## config.mk

```make
export PLATFORM = sky130hd
export DESIGN_NAME = keypad_event_decode_queue
export DESIGN_NICKNAME = d
export VERILOG_FILES = /design/src/sv/kpd_evq_pkg.sv /design/src/sv/keypad_event_decode_queue.sv /design/src/sv/kpd_evq_ram.sv
export VERILOG_INCLUDE_DIRS = /design/src /design/src/sv
export SDC_FILE = /design/constraint.sdc
export NUM_CORES = 1
export LEC_CHECK = 0
export BUFFER_PORTS_ARGS = -buffer_cell sky130_fd_sc_hd__buf_2
export CAP_MARGIN = 5
export CORE_MARGIN = 2
export CORE_UTILIZATION = 47
export DETAILED_ROUTE_END_ITERATION = 6
export SYNTH_ARGS = -nofsm -noshare
export SYNTH_HDL_FRONTEND = slang
export SYNTH_SLANG_ARGS = --single-unit
```

## constraint.sdc

```tcl
create_clock -name clock -period 9.16 [get_ports clock]
set_input_delay 0.916 -clock clock [delete_from_list [all_inputs] [get_ports clock]]
set_output_delay 0.916 -clock clock [all_outputs]
set_load 0.005 [all_outputs]
```

## src/sv/keypad_event_decode_queue_macros.svh

```systemverilog
// assertion macros for the keypad event decode queue
`ifndef KEYPAD_EVENT_DECODE_QUEUE_MACROS_SVH
`define KEYPAD_EVENT_DECODE_QUEUE_MACROS_SVH

// same-cycle implication
`define KPD_EVQ_ASSERT_IMPL(lbl, clk, rst, ante, cons, msg) \
   lbl: assert property (@(posedge clk) disable iff (rst) (ante) |-> (cons)) else $error(msg);

// next-cycle implication
`define KPD_EVQ_ASSERT_NEXT(lbl, clk, rst, ante, cons, msg) \
   lbl: assert property (@(posedge clk) disable iff (rst) (ante) |=> (cons)) else $error(msg);

`endif

```

## src/sv/kpd_evq_pkg.sv

```systemverilog
// shared types, constants and keymap for the keypad event decode queue
package kpd_evq_pkg;

   localparam int unsigned QUEUE_DEPTH_DEF = 16;
   localparam int unsigned KEY_W           = 8;
   localparam int unsigned CODE_W          = 8;
   localparam int unsigned REQ_W           = 2;
   localparam int unsigned NUM_W           = 6;
   localparam int unsigned ENTRY_W         = KEY_W + 1;

   // key numbers sit in the low seven bits, bit 7 marks a press
   localparam logic [CODE_W-2:0] EV_FIRST = 7'd1;
   localparam logic [CODE_W-2:0] EV_LAST  = 7'd35;

   localparam logic [KEY_W-1:0] KEY_NONE  = 8'h00;
   localparam logic [KEY_W-1:0] KEY_ALT   = 8'h01;
   localparam logic [KEY_W-1:0] KEY_SYM   = 8'h02;
   localparam logic [KEY_W-1:0] KEY_UP    = 8'h03;
   localparam logic [KEY_W-1:0] KEY_DEL   = 8'h08;
   localparam logic [KEY_W-1:0] KEY_ENT   = 8'h0D;
   localparam logic [KEY_W-1:0] KEY_SPACE = 8'h20;

   typedef enum logic [REQ_W-1:0] {
      REQ_EVENT     = 2'd0,
      REQ_POP_ANY   = 2'd1,
      REQ_POP_PRESS = 2'd2,
      REQ_RESERVED  = 2'd3
   } req_kind_type;

   // key number to character, column already mirrored
   function automatic logic [KEY_W-1:0] key_lookup(input logic [NUM_W-1:0] num);
      logic [KEY_W-1:0] ch;
      unique case (num)
         6'd0:  ch = 8'h70;
         6'd1:  ch = 8'h6F;
         6'd2:  ch = 8'h69;
         6'd3:  ch = 8'h75;
         6'd4:  ch = 8'h79;
         6'd5:  ch = 8'h74;
         6'd6:  ch = 8'h72;
         6'd7:  ch = 8'h65;
         6'd8:  ch = 8'h77;
         6'd9:  ch = 8'h71;
         6'd10: ch = KEY_DEL;
         6'd11: ch = 8'h6C;
         6'd12: ch = 8'h6B;
         6'd13: ch = 8'h6A;
         6'd14: ch = 8'h68;
         6'd15: ch = 8'h67;
         6'd16: ch = 8'h66;
         6'd17: ch = 8'h64;
         6'd18: ch = 8'h73;
         6'd19: ch = 8'h61;
         6'd20: ch = KEY_ENT;
         6'd21: ch = 8'h24;
         6'd22: ch = 8'h6D;
         6'd23: ch = 8'h6E;
         6'd24: ch = 8'h62;
         6'd25: ch = 8'h76;
         6'd26: ch = 8'h63;
         6'd27: ch = 8'h78;
         6'd28: ch = 8'h7A;
         6'd29: ch = KEY_ALT;
         6'd30: ch = KEY_UP;
         6'd31: ch = KEY_SYM;
         6'd32: ch = KEY_SPACE;
         6'd33: ch = 8'h30;
         6'd34: ch = KEY_UP;
         default: ch = KEY_NONE;
      endcase
      return ch;
   endfunction

endpackage

```

## src/sv/keypad_event_decode_queue.sv

```systemverilog
// keypad event decoder with an overwrite-oldest event queue
// a raw event request is taken without leaving the idle state, so events can follow back to back
// a pop goes through the fetch and done states before the registered response valid rises (on an
// empty queue straight to done), and req_ready returns with it; in press mode each skipped release
// with more entries behind it adds a read and a fetch, and a pop waits on an unaccepted response
// reset clears the queue pointers and the response valid and sets the last key to space; the store is not cleared
module keypad_event_decode_queue #(
   parameter int unsigned QUEUE_DEPTH = kpd_evq_pkg::QUEUE_DEPTH_DEF
) (
   input  logic                                clock,
   input  logic                                reset,
   input  logic                                req_valid,
   output logic                                req_ready,
   input  logic [kpd_evq_pkg::REQ_W-1:0]       req_type,
   input  logic [kpd_evq_pkg::CODE_W-1:0]      req_event_code,
   output logic                                rsp_valid,
   input  logic                                rsp_ready,
   output logic                                rsp_found,
   output logic [kpd_evq_pkg::KEY_W-1:0]       rsp_key_char,
   output logic                                rsp_pressed
);

   import kpd_evq_pkg::*;

   `include "keypad_event_decode_queue_macros.svh"

   localparam int unsigned IDX_W = $clog2(QUEUE_DEPTH);
   localparam logic [IDX_W-1:0] IDX_LAST = IDX_W'(QUEUE_DEPTH - 1);

   typedef enum logic [1:0] {
      S_IDLE,
      S_READ,
      S_FETCH,
      S_DONE
   } state_type;

   state_type         state_ff, state_in;
   logic [IDX_W-1:0]  rd_ff, rd_in, wr_ff, wr_in;
   logic [IDX_W-1:0]  rd_next, wr_next;
   logic              skip_ff, skip_in;
   logic              res_found_ff, res_found_in;
   logic [KEY_W-1:0]  res_key_ff, res_key_in;
   logic              res_pressed_ff, res_pressed_in;
   logic              rsp_valid_ff, rsp_valid_in;
   logic              rsp_found_ff, rsp_found_in;
   logic [KEY_W-1:0]  rsp_key_ff, rsp_key_in;
   logic              rsp_pressed_ff, rsp_pressed_in;
   logic [KEY_W-1:0]  last_key_ff, last_key_in;
   logic              last_pressed_ff, last_pressed_in;

   logic [CODE_W-2:0] key_low;
   logic [NUM_W-1:0]  key_num;
   logic [KEY_W-1:0]  mapped;
   logic              event_ok;
   logic              fetch_hit;
   logic              ram_we;
   logic [ENTRY_W-1:0] ram_rdata;

   assign rd_next = (rd_ff == IDX_LAST) ? '0 : rd_ff + 1'b1;
   assign wr_next = (wr_ff == IDX_LAST) ? '0 : wr_ff + 1'b1;

   // key number decode
   assign key_low  = req_event_code[CODE_W-2:0];
   assign key_num  = NUM_W'(key_low - EV_FIRST);
   assign mapped   = key_lookup(key_num);
   assign event_ok = (key_low >= EV_FIRST) && (key_low <= EV_LAST) && (mapped != KEY_NONE);

   assign fetch_hit = (state_ff == S_FETCH) && (!skip_ff || ram_rdata[ENTRY_W-1]);

   kpd_evq_ram #(
      .WIDTH (ENTRY_W),
      .DEPTH (QUEUE_DEPTH)
   ) u_store (
      .clock   (clock),
      .wr_en   (ram_we),
      .wr_addr (wr_ff),
      .wr_data ({req_event_code[CODE_W-1], mapped}),
      .rd_addr (rd_ff),
      .rd_data (ram_rdata)
   );

   always_comb begin
      state_in        = state_ff;
      rd_in           = rd_ff;
      wr_in           = wr_ff;
      skip_in         = skip_ff;
      res_found_in    = res_found_ff;
      res_key_in      = res_key_ff;
      res_pressed_in  = res_pressed_ff;
      rsp_valid_in    = rsp_valid_ff;
      rsp_found_in    = rsp_found_ff;
      rsp_key_in      = rsp_key_ff;
      rsp_pressed_in  = rsp_pressed_ff;
      last_key_in     = last_key_ff;
      last_pressed_in = last_pressed_ff;
      ram_we          = 1'b0;

      if (rsp_valid_ff && rsp_ready) begin
         rsp_valid_in = 1'b0;
      end

      unique case (state_ff)
         S_IDLE: begin
            if (req_valid) begin
               unique case (req_kind_type'(req_type))
                  REQ_EVENT: begin
                     if (event_ok) begin
                        ram_we          = 1'b1;
                        wr_in           = wr_next;
                        last_key_in     = mapped;
                        last_pressed_in = req_event_code[CODE_W-1];
                        // full ring drops its oldest entry
                        if (wr_next == rd_ff) begin
                           rd_in = rd_next;
                        end
                     end
                  end
                  REQ_POP_ANY, REQ_POP_PRESS: begin
                     skip_in = (req_kind_type'(req_type) == REQ_POP_PRESS);
                     if (rd_ff == wr_ff) begin
                        res_found_in   = 1'b0;
                        res_key_in     = KEY_NONE;
                        res_pressed_in = 1'b0;
                        state_in       = S_DONE;
                     end else begin
                        state_in = S_FETCH;
                     end
                  end
                  default: begin
                  end
               endcase
            end
         end
         S_READ: begin
            state_in = S_FETCH;
         end
         S_FETCH: begin
            rd_in = rd_next;
            if (fetch_hit) begin
               res_found_in    = 1'b1;
               res_key_in      = ram_rdata[KEY_W-1:0];
               res_pressed_in  = ram_rdata[ENTRY_W-1];
               last_key_in     = ram_rdata[KEY_W-1:0];
               last_pressed_in = ram_rdata[ENTRY_W-1];
               state_in        = S_DONE;
            end else if (rd_next == wr_ff) begin
               res_found_in   = 1'b0;
               res_key_in     = KEY_NONE;
               res_pressed_in = 1'b0;
               state_in       = S_DONE;
            end else begin
               state_in = S_READ;
            end
         end
         S_DONE: begin
            if (!rsp_valid_ff || rsp_ready) begin
               rsp_valid_in   = 1'b1;
               rsp_found_in   = res_found_ff;
               rsp_key_in     = res_key_ff;
               rsp_pressed_in = res_pressed_ff;
               state_in       = S_IDLE;
            end
         end
         default: begin
            state_in = S_IDLE;
         end
      endcase
   end

   always_ff @(posedge clock) begin
      if (reset) begin
         state_ff        <= S_IDLE;
         rd_ff           <= '0;
         wr_ff           <= '0;
         rsp_valid_ff    <= 1'b0;
         last_key_ff     <= KEY_SPACE;
         last_pressed_ff <= 1'b0;
      end else begin
         state_ff        <= state_in;
         rd_ff           <= rd_in;
         wr_ff           <= wr_in;
         rsp_valid_ff    <= rsp_valid_in;
         last_key_ff     <= last_key_in;
         last_pressed_ff <= last_pressed_in;
      end
      skip_ff        <= skip_in;
      res_found_ff   <= res_found_in;
      res_key_ff     <= res_key_in;
      res_pressed_ff <= res_pressed_in;
      rsp_found_ff   <= rsp_found_in;
      rsp_key_ff     <= rsp_key_in;
      rsp_pressed_ff <= rsp_pressed_in;
   end

   assign req_ready    = (state_ff == S_IDLE);
   assign rsp_valid    = rsp_valid_ff;
   assign rsp_found    = rsp_found_ff;
   assign rsp_key_char = rsp_key_ff;
   assign rsp_pressed  = rsp_pressed_ff;

   `KPD_EVQ_ASSERT_NEXT(a_push_not_empty, clock, reset, ram_we, rd_ff != wr_ff, "queue empty after push")
   `KPD_EVQ_ASSERT_NEXT(a_last_key_pop, clock, reset, fetch_hit, (last_key_ff == res_key_ff) && (last_pressed_ff == res_pressed_ff), "last key not taken from pop")
   `KPD_EVQ_ASSERT_IMPL(a_skip_press, clock, reset, (state_ff == S_DONE) && skip_ff && res_found_ff, res_pressed_ff, "press pop returned a release")
   `KPD_EVQ_ASSERT_IMPL(a_empty_rsp, clock, reset, rsp_valid_ff && !rsp_found_ff, (rsp_key_ff == KEY_NONE) && !rsp_pressed_ff, "empty response carries data")

endmodule

```

## src/sv/kpd_evq_ram.sv

```systemverilog
// generic single write port ram with registered read
module kpd_evq_ram #(
   parameter int unsigned WIDTH = 8,
   parameter int unsigned DEPTH = 16
) (
   input  logic                     clock,
   input  logic                     wr_en,
   input  logic [$clog2(DEPTH)-1:0] wr_addr,
   input  logic [WIDTH-1:0]         wr_data,
   input  logic [$clog2(DEPTH)-1:0] rd_addr,
   output logic [WIDTH-1:0]         rd_data
);

   logic [WIDTH-1:0] mem_ff [DEPTH];
   logic [WIDTH-1:0] rd_data_ff;

   always_ff @(posedge clock) begin
      if (wr_en) begin
         mem_ff[wr_addr] <= wr_data;
      end
      rd_data_ff <= mem_ff[rd_addr];
   end

   assign rd_data = rd_data_ff;

endmodule
```

; ---- Word-level counts from Yosys, hierarchy flattened
; Memories as Yosys holds them, arrays and structs flattened. A register that Yosys moved wholly into a read port is not among the register bits.
; Index checks and enable logic that the tools add are counted.
[totals]
inputBits = 14
latch_bits = 0
word_cells = 92
ram_bits = 144
rom_bits = 448
n_memories = 2
register_bits = 32
[op_classes]
eq_ne = 18
n_bitwise = 0
n_reduce_logical = 19
n_lt_le_gt_ge = 2
div_mod_pow = 0
n_mux = 37
n_shift = 0
multipliers = 0
addsub = 3
[mem_list]
columns = name, depth, word_bits, read_ports, rd_ports_with_merged_regs, write_ports, line
row1 = (no name shown), 64, 7, 1, 0, 0, kpd_evq_pkg.sv:33  ; unique case (num)
row2 = u_store.mem_ff, 16, 9, 1, 1, 1, kpd_evq_ram.sv:14  ; logic [WIDTH-1:0] mem_ff [DEPTH];
[ops]
columns = op, n
row1 = 2-to-1 mux 8 bit, 5
row2 = 2-to-1 mux 4 bit, 6
row3 = 2-to-1 mux 1 bit, 16
row4 = case mux 8 bit (2 select lines), 1
row5 = equality test 4 bit, 3
row6 = 2-to-1 mux 2 bit, 5
row7 = != test 2 x 1 -> 1 bit (second input constant), 5
row8 = AND reduction 5 bit, 2
row9 = adder 4 x 1 -> 4 bit (second input constant), 2
row10 = equality test 4 bit (second input constant), 2
row11 = case mux 2 bit (4 select lines), 1
row12 = case mux 4 bit (2 select lines), 1
row13 = nonzero test 8 bit, 1
row14 = greater-or-equal comparator 7 x 1 -> 1 bit (second input constant), 1
row15 = less-or-equal comparator 7 x 6 -> 1 bit (second input constant), 1
row16 = equality test 2 bit (second input constant), 3
row17 = AND reduction 3 bit, 2
row18 = subtractor 6 x 1 -> 6 bit (second input constant), 1
row19 = equality test 2 x 1 -> 1 bit (second input constant), 2
row20 = logical AND 1 bit, 4
row21 = logical NOT 2 bit, 2
row22 = != test 2 bit (second input constant), 2
row23 = case mux 1 bit (2 select lines), 2
row24 = AND reduction 4 bit, 1
row25 = 6 further kinds, 8

; ---- Longest topological paths before layout
; An unclocked memory read counts as a cell.
[logic_depth]
ltp_word = 10
mapped_depth = 15
mapped_depth_nobuf = 10

; ---- By module
; From an unflattened synthesis, not the netlist that was laid out.
[hier_totals]
hier_cells = 542
area_unflattened_um2 = 8414.3
[modules_own_cells]
columns = mod, n_inst, cells_per_inst, area_per_inst_um2
row1 = kpd_evq_ram, 1, 254, 5780.5
row2 = keypad_event_decode_queue, 1, 288, 2633.8

; ---- Least setup slack after synthesis
; OpenSTA, ideal clock, no wires.
[synth_timing]
path_kind = input to register
start = input req_event_code[0] in the netlist's numbering
end = memory u_store.mem_ff[3][0] in the netlist's numbering (enable)
path_buffers = 4
t_required_ns = 8.777
t_arrival_ns = 3.860
path_slack_ns = 4.917
path_stages = 13
path_cell_list = clkbuf_1 -> inv_1 -> ha_1 -> buf_2 -> clkbuf_1 -> clkbuf_1 -> and2_1 -> o211ai_1 -> a221oi_1 -> o21ai_0 -> a31oi_2 -> nand3_2 -> nor3_1
[synth_between]
elab_chain_len = 10
elab_cells_between_ends = 13
classes_between = add/sub: 1 / order compare: 2 / mux: 6 / reduce/logical: 3 / memory: 1
[synth_rtl]
columns = item, line
row1 = "start, declared", keypad_event_decode_queue.sv:15  ; input logic [kpd_evq_pkg::CODE_W-1:0] req_event_code,
row2 = subtractor 6 x 1 -> 6 bit, keypad_event_decode_queue.sv:64  ; assign key_num = NUM_W'(key_low - EV_FIRST);
row3 = memory read (64 x 7 bit), -
row4 = nonzero test 8 bit, keypad_event_decode_queue.sv:66  ; assign event_ok = (key_low >= EV_FIRST) && (key_low <= EV_LAST) && (mapped != KEY_NONE);
row5 = logical AND 1 bit (*), keypad_event_decode_queue.sv:66
row6 = 2-to-1 mux 1 bit (*), keypad_event_decode_queue.sv:107  ; if (event_ok) begin
row7 = 2-to-1 mux 1 bit (*), keypad_event_decode_queue.sv:105  ; unique case (req_kind_type'(req_type))
row8 = 2-to-1 mux 1 bit (*), keypad_event_decode_queue.sv:104  ; if (req_valid) begin
row9 = 2-to-1 mux 1 bit (*), keypad_event_decode_queue.sv:102  ; unique case (state_ff)
row10 = 2-to-1 mux 1 bit (*), kpd_evq_ram.sv:18  ; if (wr_en) begin
row11 = 2-to-1 mux 1 bit (implied by the code) (*), kpd_evq_ram.sv:19  ; mem_ff[wr_addr] <= wr_data;
row12 = "end, declared", kpd_evq_ram.sv:14
; Every way passes the cells marked *; elsewhere a longest branch is shown, timed or not.

; ---- Final worst setup path
[layout_timing]
start = input req_event_code[0] in the netlist's numbering
end = memory u_store.mem_ff[5][2] in the netlist's numbering (enable)
; Same word-level chain as after synthesis.

==> flow_metrics.py <==
metrics = {
    "status": {
        "outcome": "complete, no violations",
    },
    "synthesis": {
        "yosysSeqAreaShare_pct": 61.88,
        "ys_seq_elements": 166,
        "ys_types": 73,
        "synth_edf_count": 147,
        "yosys_warnings": 0,
        "synth_nets": 548,
        "synth_top_area_share_pct": 56.97,
        "synth_area_mm2": 0.007749,
        "async_flop_share_pct": 0,
        "yosys.cell_count.top_type": "edfxtp_1",
        "netlist.top_cell.by_area": "edfxtp_1",
        "netlist_instances": 519,
        "syn_avg_cell_area_um2": 14.93,
        "synth_flop_cell": "edfxtp_1",
        "synth_area_leaders": "edfxtp_1 57%, mux4_2 12%, dfxtp_1 4.9%",
        "synthTopCellsByCount": "147 x edfxtp_1, 41 x mux4_2, 26 x clkbuf_1, 23 x nor2_1, 21 x a21oi_1",
    },
    "clocking": {
        "cts_tree": "done",
        "clkSinkCount": 166,
        "cts_buffers": 17,
        "cts_resized": 0,
        "cts_hold_buffers": 0,
        "clockRootBuffer": "clkbuf_16",
        "clk_pin_slew_ns": 0.06,
        "cts_max_path_buffers": 2,
        "insertion_delay_ns": 0.42,
        "htreeDepth": 4,
        "cts_setup_buffers": 0,
    },
    "die": {
        "start_util_pct": 48.43,
        "core.rowCount": 46,
        "core_area_mm2": 0.01600,
        "io_pins": 26,
        "die_width_um": 132.4,
        "die-area_mm2": 0.01753,
        "die_y_um": 132.4,
    },
    "timing": {
        "hold_slack_ns": 0.4190,
        "rsz0062_at_grt": "false",
        "fin_crit_ns": 4.872,
        "postLayoutSetupSlackWorst_ns": 4.288,
        "slew-limit-headroom_pct": 30.65,
        "setup_violations": 0,
        "fmax_mhz": 205.3,
        "slew_viol_final": 0,
        "fin_skew_ns": 0.008563,
        "period_share_pct": 53.19,
        "hold_violations": 0,
        "setup_tns_ns": 0,
        "worst_slew_pin_slew_ns": 1.032,
    },
    "critical_path": {
        "arrival_ns": 4.95,
        "critical_path_class": "in2reg",
        "critPathTopFamily": "simple AND/OR/NAND/NOR gates",
        "slowest_stage": "nor3_2",
        "cp.depth": 12,
        "max_stage_delay_ns": 0.66,
        "cp_max_fo": 25,
        "reg2reg_depth": 8,
        "cp_cell_sequence": "buf_2 > inv_1 > ha_1 > buf_4 > or3b_1 > xnor2_1 > a32oi_1 > o22ai_1 > a222oi_1 > a31o_1 > nor3_2 > and3_1",
        "critical_path_buf_inv_count": 3,
        "cp.required_ns": 9.24,
        "start_kind": "primary input",
        "endpoint_kind": "register",
    },
    "grt": {
        "grt_use_total_pct": 20.41,
        "grt_pass1_wl_um": 26570,
        "antenna_found_initial": 1,
        "grt_pass1_vias": 4501,
        "grt_max_degree": 40,
        "grt_remaining_overflow": 0,
    },
    "cells_and_area": {
        "stdcell_count": 762,
        "antenna_cells": 0,
        "area_delta_synth_final_pct": 11.63,
        "fin_util_pct": 54.06,
        "drive_gt1_share_pct": 22.16,
        "layout.nets": 563,
    },
    "placement": {
        "io_buffers": 24,
        "pre_cts_slack_ns": 3.935,
        "dp_hpwl_um": 11610,
        "place_inst": 731,
        "place_congestion": 0.9399,
    },
    "power": {
        "ir_worst_vdd_v": 0.0001557,
        "p_per_area_mw_per_mm2": 205.0,
        "p_leak_uw": 0.002940,
    },
    "route": {
        "num_vias": 4592,
        "drt-initial-drc-count": 509,
        "viasPerCell": 6.026,
        "drc_errors": 0,
        "wire_per_inst_um": 22.46,
        "drt_pass1_iterations": 5,
        "totalWireLength_um": 17120,
        "ant_nets": 0,
    },
    "run": {
        "max-cap-violations": 0,
    },
    "hold_path": {
        "hold_path_depth": 0,
        "hold_path_class": "reg2reg",
    },
}
cells by family after synthesis:
logic type               after synthesis  synth area share [%]
AND/OR/NAND/NOR                      123                 9.075
buffers and inverters                 49                 2.664
adder cells (fa/ha/maj)               15                 2.422
XOR/XNOR                              17                 1.921
multiplexers                          49                 13.06
flip-flops                           166                 61.88
AO/OA/AOI/OAI                         99                 8.930
other                                  1               0.04840
final timing paths:
path | startpoint | endpoint | slack [ns]
worst max-delay path | req_event_code[0] | u_store.mem_ff[5][2] | 4.29
worst min-delay path | res_key_ff[6] | rsp_key_char[6] | 0.42
worst max register to register | rd_ff[0] | res_key_ff[1] | 6.14
worst min register to register | res_key_ff[6] | rsp_key_char[6] | 0.42
flip-flops by register name, indices dropped and copies added (netlist names):
name,count
state_ff,2
skip_ff,1
wr_ff,4
u_store.mem_ff,128
res_key_ff,7
rsp_key_char,7
rd_ff,4
rsp_found,1
res_pressed_ff,1
rsp_pressed,1
u_store.rd_data,8
res_found_ff,1
rsp_valid,1
per-stage QoR:
stage	total power, µW	cell area, µm²
floorplan	1019	7749
global placement	1082	8056
detailed placement	1083	8056
CTS	1785	8650
global route	1836	8650
finish	1773	8650
final cells by class:
class / instances / area (µm²)
repair buffers: 32 / 180.2
well taps: 216 / 270.3
inverters: 13 / 48.80
fillers: 1315 / 7351
multi-input cells: 304 / 2761
clock buffers: 17 / 425.4
clock inverters: 14 / 167.7
flip-flops and latches: 166 / 4796
layout by cell type, fill, tap and decap left out, types with 15 or more instances in the layout:
cell,Yosys,routed
and3_1,16,16
ha_1,15,15
dfxtp_1,19,18
a21oi_1,21,21
clkbuf_16,0,17
buf_2,3,24
edfxtp_1,147,147
mux4_2,41,41
o21ai_0,19,19
nor2_1,23,23
routing by layer:
layer | global-route usage (%) | vias up | share of wire [%]
li1 | - | 2075 | -
met3 | 4.421 | 20 | 5.8
met1 | 28.86 | 2341 | 44
met2 | 32.24 | 154 | 49
met5 | 0 | - | 0.076
met4 | 5.675 | 2 | 1.2
where the power goes:
group	internal, µW	leakage, µW	switching (µW)
Clock	410	0.000295	298
Sequential	855	0.00150	9.80
Combinational	80.1	0.00115	120
Total	1350	0.00294	428
No activity file was read; power rests on OpenSTA's default activity.
